<file path="src/sv/bldc_pkg.sv">
// ----------------------------------------------------------------------------
// bldc_pkg
// Shared types, constants and helper functions of the commutation and
// position/speed tracker.
// ----------------------------------------------------------------------------
`default_nettype none

package bldc_pkg;

  // Configuration port
  localparam int unsigned CFG_ADDR_W = 2;
  localparam int unsigned CFG_DATA_W = 20;

  typedef enum logic [CFG_ADDR_W-1:0] {
    CFG_ROTOR_OFFSET     = 2'd0,
    CFG_PHASE_LEAD       = 2'd1,
    CFG_COUNTS_PER_REV   = 2'd2,
    CFG_FINE_SPEED_SCALE = 2'd3
  } cfg_reg_e;

  // Event codes
  typedef enum logic [1:0] {
    OP_HALL    = 2'd0,
    OP_ENC     = 2'd1,
    OP_RESTART = 2'd2,
    OP_CLEAR   = 2'd3
  } op_e;

  // Saturation limits
  localparam logic [29:0] FINE_RATE_MAX   = 30'h3FFF_FFFF;
  localparam logic [19:0] COARSE_RATE_MAX = 20'd1000000;
  localparam logic [9:0]  POS_MAX         = 10'd1023;
  localparam logic [7:0]  PEND_MAX        = 8'd255;
  localparam logic [31:0] TOTAL_MAX       = 32'hFFFF_FFFF;

  // Register reset values
  localparam logic [2:0]  ROTOR_OFFSET_RST     = 3'd0;
  localparam logic [2:0]  PHASE_LEAD_RST       = 3'sd2;
  localparam logic [9:0]  COUNTS_PER_REV_RST   = 10'd117;
  localparam logic [19:0] FINE_SPEED_SCALE_RST = 20'd8547;

  // Divider: 36-bit dividend (count product in Q8, or rate limit), 32-bit divisor
  localparam int unsigned DIV_N_W     = 36;
  localparam int unsigned DIV_D_W     = 32;
  localparam int unsigned DIV_STEPS   = DIV_N_W;
  localparam int unsigned DIV_CNT_W   = $clog2(DIV_STEPS);

  // Gate pattern per drive state, rotor state per hall code
  localparam logic [5:0] GATE_OF_DRIVE [8] = '{
    6'h12, 6'h18, 6'h09, 6'h21, 6'h24, 6'h06, 6'h00, 6'h00
  };
  localparam logic [2:0] ROTOR_OF_HALL [8] = '{
    3'd7, 3'd5, 3'd3, 3'd4, 3'd1, 3'd0, 3'd2, 3'd7
  };

  // Controller to datapath commands
  typedef struct packed {
    logic capture;  // latch the input item
    logic exec;     // apply the event to the tracker state
    logic step;     // one divider iteration
    logic finish;   // write the quotient to its rate register
    logic load;     // copy state into the output register
  } dp_cmd_t;

  // Datapath to controller status
  typedef struct packed {
    logic need_div;  // event needs a division (valid during exec)
    logic div_last;  // divider is on its last iteration
  } dp_sts_t;

  typedef enum logic [2:0] {
    ST_IDLE,
    ST_EXEC,
    ST_DIV,
    ST_WB,
    ST_LOAD
  } ctrl_state_e;

  // Value below 24 reduced mod 6
  function automatic logic [2:0] mod6(input logic [4:0] v);
    logic [4:0] r;
    r = v;
    if (r >= 5'd12) r = r - 5'd12;
    if (r >= 5'd6)  r = r - 5'd6;
    return r[2:0];
  endfunction

  function automatic logic [31:0] sat_add32(input logic [31:0] a, input logic [31:0] b);
    logic [32:0] s;
    s = {1'b0, a} + {1'b0, b};
    return s[32] ? TOTAL_MAX : s[31:0];
  endfunction

endpackage

`default_nettype wire

</file>
<file path="src/sv/bldc_ctrl.sv">
// ----------------------------------------------------------------------------
// bldc_ctrl
// Sequencer: accept, apply event, divide and write back if needed, load result.
// ----------------------------------------------------------------------------
`default_nettype none

module bldc_ctrl (
  input  wire logic              clk_i,
  input  wire logic              rst_ni,
  input  wire logic              in_valid_i,
  output logic                   in_ready_o,
  output logic                   out_valid_o,
  input  wire logic              out_ready_i,
  output bldc_pkg::dp_cmd_t      cmd_o,
  input  wire bldc_pkg::dp_sts_t sts_i
);
  import bldc_pkg::*;

  ctrl_state_e state_q, state_d;
  logic        out_valid_q, out_valid_d;
  logic        out_free;

  assign out_free = !out_valid_q || out_ready_i;

  always_ff @(posedge clk_i or negedge rst_ni) begin
    if (!rst_ni) begin
      state_q     <= ST_IDLE;
      out_valid_q <= 1'b0;
    end else begin
      state_q     <= state_d;
      out_valid_q <= out_valid_d;
    end
  end

  always_comb begin
    state_d     = state_q;
    cmd_o       = '0;
    in_ready_o  = 1'b0;
    out_valid_d = out_valid_q && !out_ready_i;
    unique case (state_q)
      ST_IDLE: begin
        in_ready_o = 1'b1;
        if (in_valid_i) begin
          cmd_o.capture = 1'b1;
          state_d       = ST_EXEC;
        end
      end
      ST_EXEC: begin
        cmd_o.exec = 1'b1;
        state_d    = sts_i.need_div ? ST_DIV : ST_LOAD;
      end
      ST_DIV: begin
        cmd_o.step = 1'b1;
        if (sts_i.div_last) state_d = ST_WB;
      end
      ST_WB: begin
        cmd_o.finish = 1'b1;
        state_d      = ST_LOAD;
      end
      ST_LOAD: begin
        if (out_free) begin
          cmd_o.load  = 1'b1;
          out_valid_d = 1'b1;
          state_d     = ST_IDLE;
        end
      end
      default: state_d = ST_IDLE;
    endcase
  end

  assign out_valid_o = out_valid_q;

endmodule

`default_nettype wire

</file>
<file path="src/sv/bldc_dp.sv">
// ----------------------------------------------------------------------------
// bldc_dp
// Tracker state, configuration registers, shared restoring divider and the
// output register.
// ----------------------------------------------------------------------------
`default_nettype none

module bldc_dp (
  input  wire logic                                 clk_i,
  input  wire logic                                 rst_ni,
  input  wire logic                                 cfg_we_i,
  input  wire logic [bldc_pkg::CFG_ADDR_W-1:0]      cfg_addr_i,
  input  wire logic [bldc_pkg::CFG_DATA_W-1:0]      cfg_data_i,
  input  wire logic [1:0]                           op_i,
  input  wire logic [2:0]                           hall_bits_i,
  input  wire logic                                 enc_a_i,
  input  wire logic                                 enc_b_i,
  input  wire logic [31:0]                          time_us_i,
  input  wire bldc_pkg::dp_cmd_t                    cmd_i,
  output bldc_pkg::dp_sts_t                         sts_o,
  output logic [5:0]                                gate_pattern_o,
  output logic [9:0]                                rotor_counts_o,
  output logic [31:0]                               fine_distance_o,
  output logic [31:0]                               coarse_distance_o,
  output logic [29:0]                               fine_speed_o,
  output logic [19:0]                               coarse_speed_o
);
  import bldc_pkg::*;

  // Configuration
  logic [2:0]  rotor_offset_q;
  logic [2:0]  phase_lead_q;
  logic [9:0]  counts_per_rev_q;
  logic [19:0] fine_speed_scale_q;

  always_ff @(posedge clk_i or negedge rst_ni) begin
    if (!rst_ni) begin
      rotor_offset_q     <= ROTOR_OFFSET_RST;
      phase_lead_q       <= PHASE_LEAD_RST;
      counts_per_rev_q   <= COUNTS_PER_REV_RST;
      fine_speed_scale_q <= FINE_SPEED_SCALE_RST;
    end else if (cfg_we_i) begin
      unique case (cfg_reg_e'(cfg_addr_i))
        CFG_ROTOR_OFFSET:     rotor_offset_q     <= cfg_data_i[2:0];
        CFG_PHASE_LEAD:       phase_lead_q       <= cfg_data_i[2:0];
        CFG_COUNTS_PER_REV:   counts_per_rev_q   <= cfg_data_i[9:0];
        CFG_FINE_SPEED_SCALE: fine_speed_scale_q <= cfg_data_i[19:0];
        default: ;
      endcase
    end
  end

  // Captured item
  op_e         op_q;
  logic [2:0]  hall_q;
  logic        enc_a_q, enc_b_q;
  logic [31:0] t_q;

  always_ff @(posedge clk_i) begin
    if (cmd_i.capture) begin
      op_q    <= op_e'(op_i);
      hall_q  <= hall_bits_i;
      enc_a_q <= enc_a_i;
      enc_b_q <= enc_b_i;
      t_q     <= time_us_i;
    end
  end

  // Tracker state
  logic [5:0]  drive_q, drive_d;
  logic [9:0]  pos_q, pos_d;
  logic [31:0] fine_tot_q, fine_tot_d;
  logic [31:0] coarse_tot_q, coarse_tot_d;
  logic        home_q, home_d;
  logic [7:0]  pend_q, pend_d;
  logic [31:0] fine_last_q, fine_last_d;
  logic [31:0] coarse_last_q, coarse_last_d;
  logic        fine_rst_q, fine_rst_d;
  logic        coarse_rst_q, coarse_rst_d;
  logic [29:0] fine_rate_q, fine_rate_d;
  logic [19:0] coarse_rate_q, coarse_rate_d;

  // Divider
  logic [DIV_D_W-1:0]   rem_q, rem_d;
  logic [DIV_N_W-1:0]   quo_q, quo_d;
  logic [DIV_D_W-1:0]   dvs_q, dvs_d;
  logic [DIV_CNT_W-1:0] cnt_q, cnt_d;
  logic                 tgt_fine_q, tgt_fine_d;
  logic [DIV_D_W+1:0]   trial;
  logic                 trial_ge;

  // Event decode
  logic [2:0]  rs;
  logic [5:0]  m;
  logic [7:0]  pend_inc;
  logic [27:0] prod;
  logic [31:0] dt_fine, dt_coarse;

  assign rs        = ROTOR_OF_HALL[hall_q];
  assign m         = {3'b0, rs} + 6'd12 - {3'b0, rotor_offset_q}
                     + {{3{phase_lead_q[2]}}, phase_lead_q};
  assign pend_inc  = (pend_q < PEND_MAX) ? pend_q + 8'd1 : PEND_MAX;
  assign prod      = pend_inc * fine_speed_scale_q;
  assign dt_fine   = t_q - fine_last_q;
  assign dt_coarse = t_q - coarse_last_q;

  assign trial    = {1'b0, rem_q, quo_q[DIV_N_W-1]} - {2'b0, dvs_q};
  assign trial_ge = !trial[DIV_D_W+1];

  always_comb begin
    drive_d       = drive_q;
    pos_d         = pos_q;
    fine_tot_d    = fine_tot_q;
    coarse_tot_d  = coarse_tot_q;
    home_d        = home_q;
    pend_d        = pend_q;
    fine_last_d   = fine_last_q;
    coarse_last_d = coarse_last_q;
    fine_rst_d    = fine_rst_q;
    coarse_rst_d  = coarse_rst_q;
    fine_rate_d   = fine_rate_q;
    coarse_rate_d = coarse_rate_q;
    rem_d         = rem_q;
    quo_d         = quo_q;
    dvs_d         = dvs_q;
    cnt_d         = cnt_q;
    tgt_fine_d    = tgt_fine_q;
    sts_o         = '0;

    if (cmd_i.exec) begin
      unique case (op_q)
        OP_HALL: begin
          drive_d = GATE_OF_DRIVE[mod6(m[4:0])];
          if (rs == 3'd0) begin
            // home crossing
            if (!coarse_rst_q) begin
              if (dt_coarse == '0) begin
                coarse_rate_d = COARSE_RATE_MAX;
              end else begin
                sts_o.need_div = 1'b1;
                rem_d          = '0;
                quo_d          = DIV_N_W'(COARSE_RATE_MAX);
                dvs_d          = dt_coarse;
                cnt_d          = '0;
                tgt_fine_d     = 1'b0;
              end
            end else begin
              coarse_rst_d = 1'b0;
            end
            coarse_last_d = t_q;
            if (!home_q) begin
              coarse_tot_d = sat_add32(coarse_tot_q, {22'b0, pos_q});
              home_d       = 1'b1;
            end else begin
              coarse_tot_d = sat_add32(coarse_tot_q, {22'b0, counts_per_rev_q});
              fine_tot_d   = coarse_tot_d;
            end
            pos_d = '0;
          end
        end
        OP_ENC: begin
          if (!enc_a_q && !enc_b_q) begin
            pend_d     = pend_inc;
            pos_d      = (pos_q < POS_MAX) ? pos_q + 10'd1 : POS_MAX;
            fine_tot_d = sat_add32(fine_tot_q, 32'd1);
            if (!fine_rst_q) begin
              if (prod == '0) begin
                fine_rate_d = '0;
              end else if (dt_fine == '0) begin
                fine_rate_d = FINE_RATE_MAX;
              end else begin
                sts_o.need_div = 1'b1;
                rem_d          = '0;
                quo_d          = {prod, 8'b0};  // Q8
                dvs_d          = dt_fine;
                cnt_d          = '0;
                tgt_fine_d     = 1'b1;
              end
              pend_d = '0;
            end else begin
              fine_rst_d = 1'b0;
            end
            fine_last_d = t_q;
          end
        end
        OP_RESTART: begin
          fine_rst_d   = 1'b1;
          coarse_rst_d = 1'b1;
        end
        OP_CLEAR: begin
          fine_tot_d   = '0;
          coarse_tot_d = '0;
          home_d       = 1'b0;
        end
        default: ;
      endcase
    end

    if (cmd_i.step) begin
      rem_d = trial_ge ? trial[DIV_D_W-1:0] : {rem_q[DIV_D_W-2:0], quo_q[DIV_N_W-1]};
      quo_d = {quo_q[DIV_N_W-2:0], trial_ge};
      cnt_d = cnt_q + DIV_CNT_W'(1);
    end
    sts_o.div_last = (cnt_q == DIV_CNT_W'(DIV_STEPS - 1));

    if (cmd_i.finish) begin
      if (tgt_fine_q) begin
        fine_rate_d = (quo_q[DIV_N_W-1:30] != '0) ? FINE_RATE_MAX : quo_q[29:0];
      end else begin
        coarse_rate_d = quo_q[19:0];
      end
    end
  end

  always_ff @(posedge clk_i or negedge rst_ni) begin
    if (!rst_ni) begin
      drive_q       <= '0;
      pos_q         <= '0;
      fine_tot_q    <= '0;
      coarse_tot_q  <= '0;
      home_q        <= 1'b0;
      pend_q        <= '0;
      fine_last_q   <= '0;
      coarse_last_q <= '0;
      fine_rst_q    <= 1'b0;
      coarse_rst_q  <= 1'b0;
      fine_rate_q   <= '0;
      coarse_rate_q <= '0;
      cnt_q         <= '0;
    end else begin
      drive_q       <= drive_d;
      pos_q         <= pos_d;
      fine_tot_q    <= fine_tot_d;
      coarse_tot_q  <= coarse_tot_d;
      home_q        <= home_d;
      pend_q        <= pend_d;
      fine_last_q   <= fine_last_d;
      coarse_last_q <= coarse_last_d;
      fine_rst_q    <= fine_rst_d;
      coarse_rst_q  <= coarse_rst_d;
      fine_rate_q   <= fine_rate_d;
      coarse_rate_q <= coarse_rate_d;
      cnt_q         <= cnt_d;
    end
  end

  always_ff @(posedge clk_i) begin
    rem_q      <= rem_d;
    quo_q      <= quo_d;
    dvs_q      <= dvs_d;
    tgt_fine_q <= tgt_fine_d;
  end

  // Output register
  always_ff @(posedge clk_i) begin
    if (cmd_i.load) begin
      gate_pattern_o    <= drive_q;
      rotor_counts_o    <= pos_q;
      fine_distance_o   <= fine_tot_q;
      coarse_distance_o <= coarse_tot_q;
      fine_speed_o      <= fine_rate_q;
      coarse_speed_o    <= coarse_rate_q;
    end
  end

endmodule

`default_nettype wire

</file>
<file path="src/sv/bldc_commutation_position_speed_tracker.sv">
// ----------------------------------------------------------------------------
// bldc_commutation_position_speed_tracker
// Hall commutation with encoder position, distance and speed tracking.
// ----------------------------------------------------------------------------
// Usage:
//   Input channel (in_valid_i/in_ready_o) takes one timestamped event item:
//   hall edge, encoder edge, timer restart or distance clear. Every item
//   yields exactly one result item on the output channel
//   (out_valid_o/out_ready_i) holding gate pattern, position, both
//   distances and both speeds after the event.
//   Sequence after accept: exec, then, when a speed measurement divides,
//   the divider (36 restoring iterations) and write-back, then load into
//   the output register. One item is in flight at a time: the next item
//   is accepted only after the result is loaded; the shared divider
//   delivers one bit per cycle.
//   Stall: the result sits in an output register; the next item is
//   accepted while it waits, and that item's result is held back until the
//   register is taken.
//   Reset: rst_ni (async, low) clears all tracker state (drive: gates off),
//   and loads register defaults (offset 0, lead 2, 117 counts/rev, scale 8547).
//   Configuration writes (cfg_we_i) are taken in the cycle they appear and
//   are meant for idle periods only.
// ----------------------------------------------------------------------------
`default_nettype none

module bldc_commutation_position_speed_tracker (
  input  wire logic                             clk_i,
  input  wire logic                             rst_ni,
  // configuration
  input  wire logic                             cfg_we_i,
  input  wire logic [bldc_pkg::CFG_ADDR_W-1:0]  cfg_addr_i,
  input  wire logic [bldc_pkg::CFG_DATA_W-1:0]  cfg_data_i,
  // event item
  input  wire logic                             in_valid_i,
  output logic                                  in_ready_o,
  input  wire logic [1:0]                       op_i,
  input  wire logic [2:0]                       hall_bits_i,
  input  wire logic                             enc_a_i,
  input  wire logic                             enc_b_i,
  input  wire logic [31:0]                      time_us_i,
  // result item
  output logic                                  out_valid_o,
  input  wire logic                             out_ready_i,
  output logic [5:0]                            gate_pattern_o,
  output logic [9:0]                            rotor_counts_o,
  output logic [31:0]                           fine_distance_o,
  output logic [31:0]                           coarse_distance_o,
  output logic [29:0]                           fine_speed_o,
  output logic [19:0]                           coarse_speed_o
);
  import bldc_pkg::*;

  dp_cmd_t cmd;
  dp_sts_t sts;

  // sequencer: handshakes and command timing
  bldc_ctrl u_ctrl (
    .clk_i       (clk_i),
    .rst_ni      (rst_ni),
    .in_valid_i  (in_valid_i),
    .in_ready_o  (in_ready_o),
    .out_valid_o (out_valid_o),
    .out_ready_i (out_ready_i),
    .cmd_o       (cmd),
    .sts_i       (sts)
  );

  // state, config, divider, output register
  bldc_dp u_dp (
    .clk_i             (clk_i),
    .rst_ni            (rst_ni),
    .cfg_we_i          (cfg_we_i),
    .cfg_addr_i        (cfg_addr_i),
    .cfg_data_i        (cfg_data_i),
    .op_i              (op_i),
    .hall_bits_i       (hall_bits_i),
    .enc_a_i           (enc_a_i),
    .enc_b_i           (enc_b_i),
    .time_us_i         (time_us_i),
    .cmd_i             (cmd),
    .sts_o             (sts),
    .gate_pattern_o    (gate_pattern_o),
    .rotor_counts_o    (rotor_counts_o),
    .fine_distance_o   (fine_distance_o),
    .coarse_distance_o (coarse_distance_o),
    .fine_speed_o      (fine_speed_o),
    .coarse_speed_o    (coarse_speed_o)
  );

endmodule

`default_nettype wire

</file>
<file path="config.mk">
export PLATFORM = sky130hd
export DESIGN_NAME = bldc_commutation_position_speed_tracker
export DESIGN_NICKNAME = d
export VERILOG_FILES = /design/src/sv/bldc_pkg.sv /design/src/sv/bldc_ctrl.sv /design/src/sv/bldc_dp.sv /design/src/sv/bldc_commutation_position_speed_tracker.sv
export SDC_FILE = /design/constraint.sdc
export NUM_CORES = 1
export LEC_CHECK = 0
export ABC_AREA = 1
export BUFFER_PORTS_ARGS = -buffer_cell sky130_fd_sc_hd__clkbuf_2
export CELL_PAD_IN_SITES_DETAIL_PLACEMENT = 1
export CELL_PAD_IN_SITES_GLOBAL_PLACEMENT = 2
export CORE_MARGIN = 2
export CORE_UTILIZATION = 25
export DETAILED_ROUTE_END_ITERATION = 8
export PLACE_DENSITY = 0.63
export SLEW_MARGIN = 5
export SYNTH_ARGS = -nofsm -noshare
export SYNTH_HDL_FRONTEND = slang
export SYNTH_SLANG_ARGS = --single-unit
</file>
<file path="constraint.sdc">
create_clock -name clk_i -period 19.2 [get_ports clk_i]
set_input_delay 1.92 -clock clk_i [delete_from_list [all_inputs] [get_ports clk_i]]
set_output_delay 1.92 -clock clk_i [all_outputs]
set_load 0.05 [all_outputs]
</file>
* After elaboration in Yosys (flattened, before gate mapping)
Memory sizes are Yosys's and may differ from the RTL's. A register that Yosys moved wholly into a read port is not among the register bits.
Cells that the tools add are included.
** Word-level totals
- Register bits after elaboration :: 515
- ROM bits :: 72
- Input port bits :: 66
- Output and inout port bits :: 132
- Logic and storage cells :: 242
- Memories :: 2
** Memory list
- (name not given) :: words 8, bits a word 6, read ports 1, clocked after memory_dff 1, write ports 0, RTL line bldc_dp.sv:133 : drive_d = GATE_OF_DRIVE[mod6(m[4:0])];
- (name not given) :: words 8, bits a word 3, read ports 1, clocked after memory_dff 0, write ports 0, RTL line bldc_dp.sv:99 : assign rs = ROTOR_OF_HALL[hall_q];
** Operators by class
- $add $sub $neg :: 14
- Multiply operators :: 1
- Magnitude comparators :: 5
- Equal/unequal tests :: 29
- Mux-type cells :: 117
- Bitwise logic cells :: 2
- Reductions and logical operators :: 39
** Operators by type and width (number)
- $mux W32 :: 25
- $mux W36 :: 9
- $mux W30 :: 9
- $pmux W32 S2 :: 3
- $mux W20 :: 7
- $pmux W32 S3 :: 1
- $pmux W36 S2 :: 1
- $add A32 B10 Y33 :: 2
- $logic_not A32 Y1 :: 2
- $sub A32 B32 Y32 :: 2
- $mux W6 :: 9
- $sub A33 B32 Y34 :: 1
- $add A32 B1 Y33 const B :: 1
- $mux W10 :: 3
- $logic_not A28 Y1 :: 1
- $mul A8 B20 Y28 :: 1
- $mux W1 :: 28
- $mux W3 :: 9
- $pmux W10 S2 :: 1
- $reduce_and A3 Y1 :: 6
- $reduce_and A9 Y1 :: 2
- $mux W8 :: 2
- $mux W5 :: 3
- $ne A3 B3 Y1 const B :: 5
- 37 further kinds :: 74

* Longest topological paths before layout
- Word-level depth :: 16
- Mapped depth :: 37
- Gate-level depth less buffers :: 36

* Cells and area by module
Synthesis repeated with hierarchy kept, for this count alone.
** Second synthesis, totals
- Cells, all modules :: 4661
- Area total of the unflattened synthesis :: 35997.0 sq um
** By module, submodules not included
- bldc_dp :: instances 1, cells an instance 4627, area each 35771.8 sq um, seq. area each 14303.7 sq um
- bldc_ctrl :: instances 1, cells an instance 34, area each 225.2 sq um, seq. area each 100.1 sq um

* Least setup slack after synthesis
No wires, ideal clock.
- Kind :: input -> register
- Start point :: input port out_ready_i
- End point :: register u_dp.coarse_distance_o[0], enable pin
- Setup time :: 663 ps
- Data arrival time :: 8256 ps
- Path slack :: 10280 ps
- Stages on the path :: 2
- Cells stage by stage :: inv_1 -> a21oi_1
** RTL lines
- from (decl) :: RTL line bldc_commutation_position_speed_tracker.sv:43 : input wire logic out_ready_i,
- to (signal assigned) :: RTL line bldc_dp.sv:260 : coarse_distance_o <= coarse_tot_q;
- to (decl) :: RTL line bldc_dp.sv:24 : output logic [31:0] coarse_distance_o,

* Final worst setup path
- Start point :: register u_dp.pend_q[2]
- End point :: register u_dp.rem_q[20], enable pin
** Between the ends
- Cells in the longest elaborated chain, start to end :: 6
** RTL lines
- from (decl) :: RTL line bldc_dp.sv:75 : logic [7:0] pend_q, pend_d;
- from (signal assigned) :: RTL line bldc_dp.sv:236 : pend_q <= pend_d;
- $add A8 B1 Y8 or $lt A8 B8 Y1 (tied branches) :: RTL line bldc_dp.sv:102 : assign pend_inc = (pend_q < PEND_MAX) ? pend_q + 8'd1 : PEND_MAX;
- $mux W8 * :: RTL line bldc_dp.sv:102
- $mul A8 B20 Y28 * :: RTL line bldc_dp.sv:103 : assign prod = pend_inc * fine_speed_scale_q;
- $logic_not A28 Y1 * :: RTL line bldc_dp.sv:167 : if (prod == '0) begin
- $ne A3 B3 Y1 (no line) *
- $reduce_and A9 Y1 (no line) *
- to (signal assigned) :: RTL line bldc_dp.sv:248 : rem_q <= rem_d;
- to (decl) :: RTL line bldc_dp.sv:84 : logic [DIV_D_W-1:0] rem_q, rem_d;
Mark *: on every way between the ends. The rest lies on a longest branch, timed or not.
A chain may end at the register's enable or synchronous reset.

==> flow_summary_export.csv <==
group,metric,value,unit
outcome,status,"finished clean",
cts,holdBufCountCts,0,
sta,hold_viol,0,
job,cap_violations,0,
setup_path,end_kind,"register",
place,io_buffers,197,
routing,postRouteAntennaNets,0,
cts,clock_sinks,521,
global_routing,grt_pass1_wl,196,mm
yosys,synth_edf_count,270,
global_routing,grt_overflow_total,0,
setup_path,slowest_delay,0.72,ns
yosys,synthFlopType,"edfxtp_1",
routing,dr.pass1.iters,5,
global_routing,grt_max_degree,92,
cells_and_area,synthToLayoutAreaGrowth,15.2,%
sta,rsz0062_at_grt,"no",
yosys,ys_warn_count,0,
yosys,syn_area_per_cell,7.69,um^2
routing,post_drt_wl_per_cell,18.2,um
setup_path,crit_path_start_kind,"register",
sta,fin_tns_setup,0,ns
sta,skew,0.0459,ns
cts,worstSkewPairLatency,0.68,ns
hold_path,hold_class,"reg2reg",
cells_and_area,multi_input_area,18300,um^2
floorplan,rows,139,
floorplan,dieArea,149000,um^2
cts,clk_pin_slew,0.05,ns
sta,worst_pin_slew,1.13,ns
cts,clock_path_buffers,3,
yosys,synth_seq_cells,521,
global_routing,antenna_found_initial,7,
yosys,synthArstFlopShare,48.2,%
global_routing,grt_usage,17.0,%
power_and_ir_drop,powerDensity,154,nW/um^2
yosys,yosysTopAreaCell,"edfxtp_1",
setup_path,path_class,"reg2reg",
cts,post_cts_buffers,0,
cells_and_area,seq_area,14400,um^2
floorplan,initial_utilization,25.3,%
cells_and_area,drive_gt1_share,9.20,%
cells_and_area,fin_nets,5270,
cts,htreeDepth,3,
yosys,syn_inst,4731,
setup_path,worst_ep_required_time,19.37,ns
routing,drt-total-wl,125,mm
sta,maxSlewViolCount,0,
cts,cts-resized-gates,0,
routing,drt_first_iter_violations,1387,
power_and_ir_drop,leakage,19.8,nW
yosys,mappedNetlistArea,36400,um^2
routing,drc_errors,0,
power_and_ir_drop,ir_drop,0.0000710,V
yosys,synth_top_area_share,22.3,%
sta,holdWs,0.440,ns
cts,cts_tree,"built",
setup_path,crit_slowest_cell,"nand3_1",
yosys,ys_seq_area_share,39.6,%
cells_and_area,fillers,17400,
setup_path,worstPathArrival,7.85,ns
routing,vias_per_cell,4.50,
yosys,synth_cell_types,59,
setup_path,crit_path_frequent_cell,"nand2_1",
sta,period_share,40.0,%
floorplan,ios,198,
cts,cts-root-buf,"clkbuf_16",
yosys,syn-num-nets,5093,
cts,cts_buffers,72,
setup_path,cp_max_fo,68,
place,dp_hpwl,99.0,mm
floorplan,coreArea,144000,um^2
sta,setup_violations,0,
sta,min_period,7.68,ns
floorplan,die_x,385,um
floorplan,chipHeight,385,um
place,gp_congestion,0.814,
yosys,ys_top_cells_by_area,"edfxtp_1 (22%), dfrtp_1 (16%), nand2_1 (14%)",
sta,timing.slew.headroom,24.4,%
global_routing,grt_pass1_vias,32500,
sta,max_freq,130,MHz
routing,vias,31000,
layout by cell type, fill, tap and decap left out, drive strengths merged, types with 45 or more instances in the layout:
| cell | netlist | routed |
|---|---|---|
| inv | 846 | 848 |
| xor2 | 55 | 55 |
| dfrtp | 239 | 239 |
| nand3 | 249 | 249 |
| nand2 | 1344 | 1344 |
| o21ai | 351 | 351 |
| nor3 | 45 | 45 |
| fa | 116 | 116 |
| nand4 | 50 | 50 |
| clkbuf | 80 | 287 |
| a21oi | 212 | 212 |
| edfxtp | 270 | 270 |
| ha | 180 | 180 |
| nor2 | 416 | 416 |
worst max-delay path, delay by kind of cell, from the launching register on:
family	cells	cell delay [ns]
simple gates	18	3.85
fa+ha+maj	5	2.47
flops	1	0.37
buf+inv	3	0.25
compound gates	1	0.18
synth_stat cells, types with 4 or more instances:
cell type  count
nand2_1     1319
inv_1        833
nor2_1       388
o21ai_0      329
edfxtp_1     270
nand3_1      241
dfrtp_1      239
a21oi_1      199
ha_1         180
fa_1         116
clkbuf_1      75
xor2_1        55
nand4_1       47
nor3_1        41
xnor2_1       31
o22ai_1       27
a22oi_1       25
nand2_2       24
nand3b_1      22
nor2_2        21
o211ai_1      20
o21ai_1       19
a31oi_1       18
nor4_1        18
buf_2         16
a21oi_2       13
inv_2         13
o21bai_1      13
buf_1         12
dfstp_2       12
a21o_1         9
nand3_2        8
nor2_4         7
or2_2          7
o221ai_1       6
clkbuf_2       5
clkinv_1       5
a221oi_1       4
a22oi_2        4
and3_1         4
nor3_2         4
per-layer routing:
layer | global-route usage [%] | up-vias | wire length, um
met4 | 3.80 | 4 | 2580
met5 | 0 | - | 11
met3 | 2.37 | 126 | 3690
li1 | - | 15500 | -
met2 | 27.5 | 383 | 56100
met1 | 24.0 | 14900 | 62900
worst paths after layout:
check | from | endpoint | slack, ns | depth (start not counted)
setup reg to reg | u_dp.pend_q[2] | u_dp.rem_q[20] | 11.52 | 27
setup / recovery | u_dp.pend_q[2] | u_dp.rem_q[20] | 11.52 | 27
hold reg to reg | u_dp.drive_q[3] | u_dp.gate_pattern_o[3] | 0.44 | 0
max in group asynchronous | rst_ni | u_dp.fine_tot_q[24] | 15.86 | 3
min in group asynchronous | rst_ni | u_dp.fine_speed_scale_q[11] | 1.22 | 1
hold / removal | u_dp.drive_q[3] | u_dp.gate_pattern_o[3] | 0.44 | 0
cell families (layout without fill, tap and decap cells):
group / after synthesis / count (layout) / synth area share (%)
other: 0 / 1 / 0
AOI/OAI and AO/OA: 703 / 703 / 10.8
adders and majority gates: 296 / 296 / 12.6
buffers and inverters: 964 / 1201 / 10.1
xor gates and xnor gates: 86 / 86 / 2.07
DFF: 521 / 521 / 39.6
and+or+nand+nor: 2161 / 2161 / 24.9
cell type report:
| type | count | share of cell area (%) |
|---|---|---|
| flip-flops and latches | 521 | 34.4 |
| clock buffers | 91 | 4.59 |
| multi-input cells | 3246 | 43.8 |
| well taps | 1903 | 5.68 |
| diodes | 1 | 0.00597 |
| repair buffers | 216 | 2.72 |
| inverters | 851 | 7.62 |
| clock inverters | 43 | 1.20 |
sequential cells by signal, indices dropped and copies added (netlist names), 20 cells and up:
name,cells
u_dp.coarse_distance_o,32
u_dp.coarse_last_q,32
u_dp.coarse_rate_q,20
u_dp.coarse_speed_o,20
u_dp.coarse_tot_q,32
u_dp.dvs_q,32
u_dp.fine_distance_o,32
u_dp.fine_last_q,32
u_dp.fine_rate_q,30
u_dp.fine_speed_o,30
u_dp.fine_speed_scale_q,20
u_dp.fine_tot_q,32
u_dp.quo_q,36
u_dp.rem_q,32
u_dp.t_q,32
where the power goes:
group          switching [W]  internal [W]  total, W  leakage [nW]
clock               0.000557      0.000814   0.00137          1.17
sequential          0.000242       0.00154   0.00179          5.75
combinational        0.00234      0.000957   0.00330          12.9
total                0.00314       0.00332   0.00646          19.8
per-stage QoR:
step / cells / utilization, % / total power, W / setup slack (ns) / area, um^2
6_report: 6872 / 29.1 / 0.00646 / 11.52 / 41900
5_1_grt: 6871 / 29.1 / 0.00706 / 10.77 / 41900
4_1_cts: 6871 / 29.1 / 0.00659 / 11.36 / 41900
3_5_place_dp: 6737 / 27.4 / 0.00516 / 11.41 / 39500
3_3_place_gp: 6737 / 27.4 / 0.00512 / 11.47 / 39500
2_1_floorplan: 4731 / - / 0.00408 / 10.28 / 36400
(Power assumes the default switching activity.)
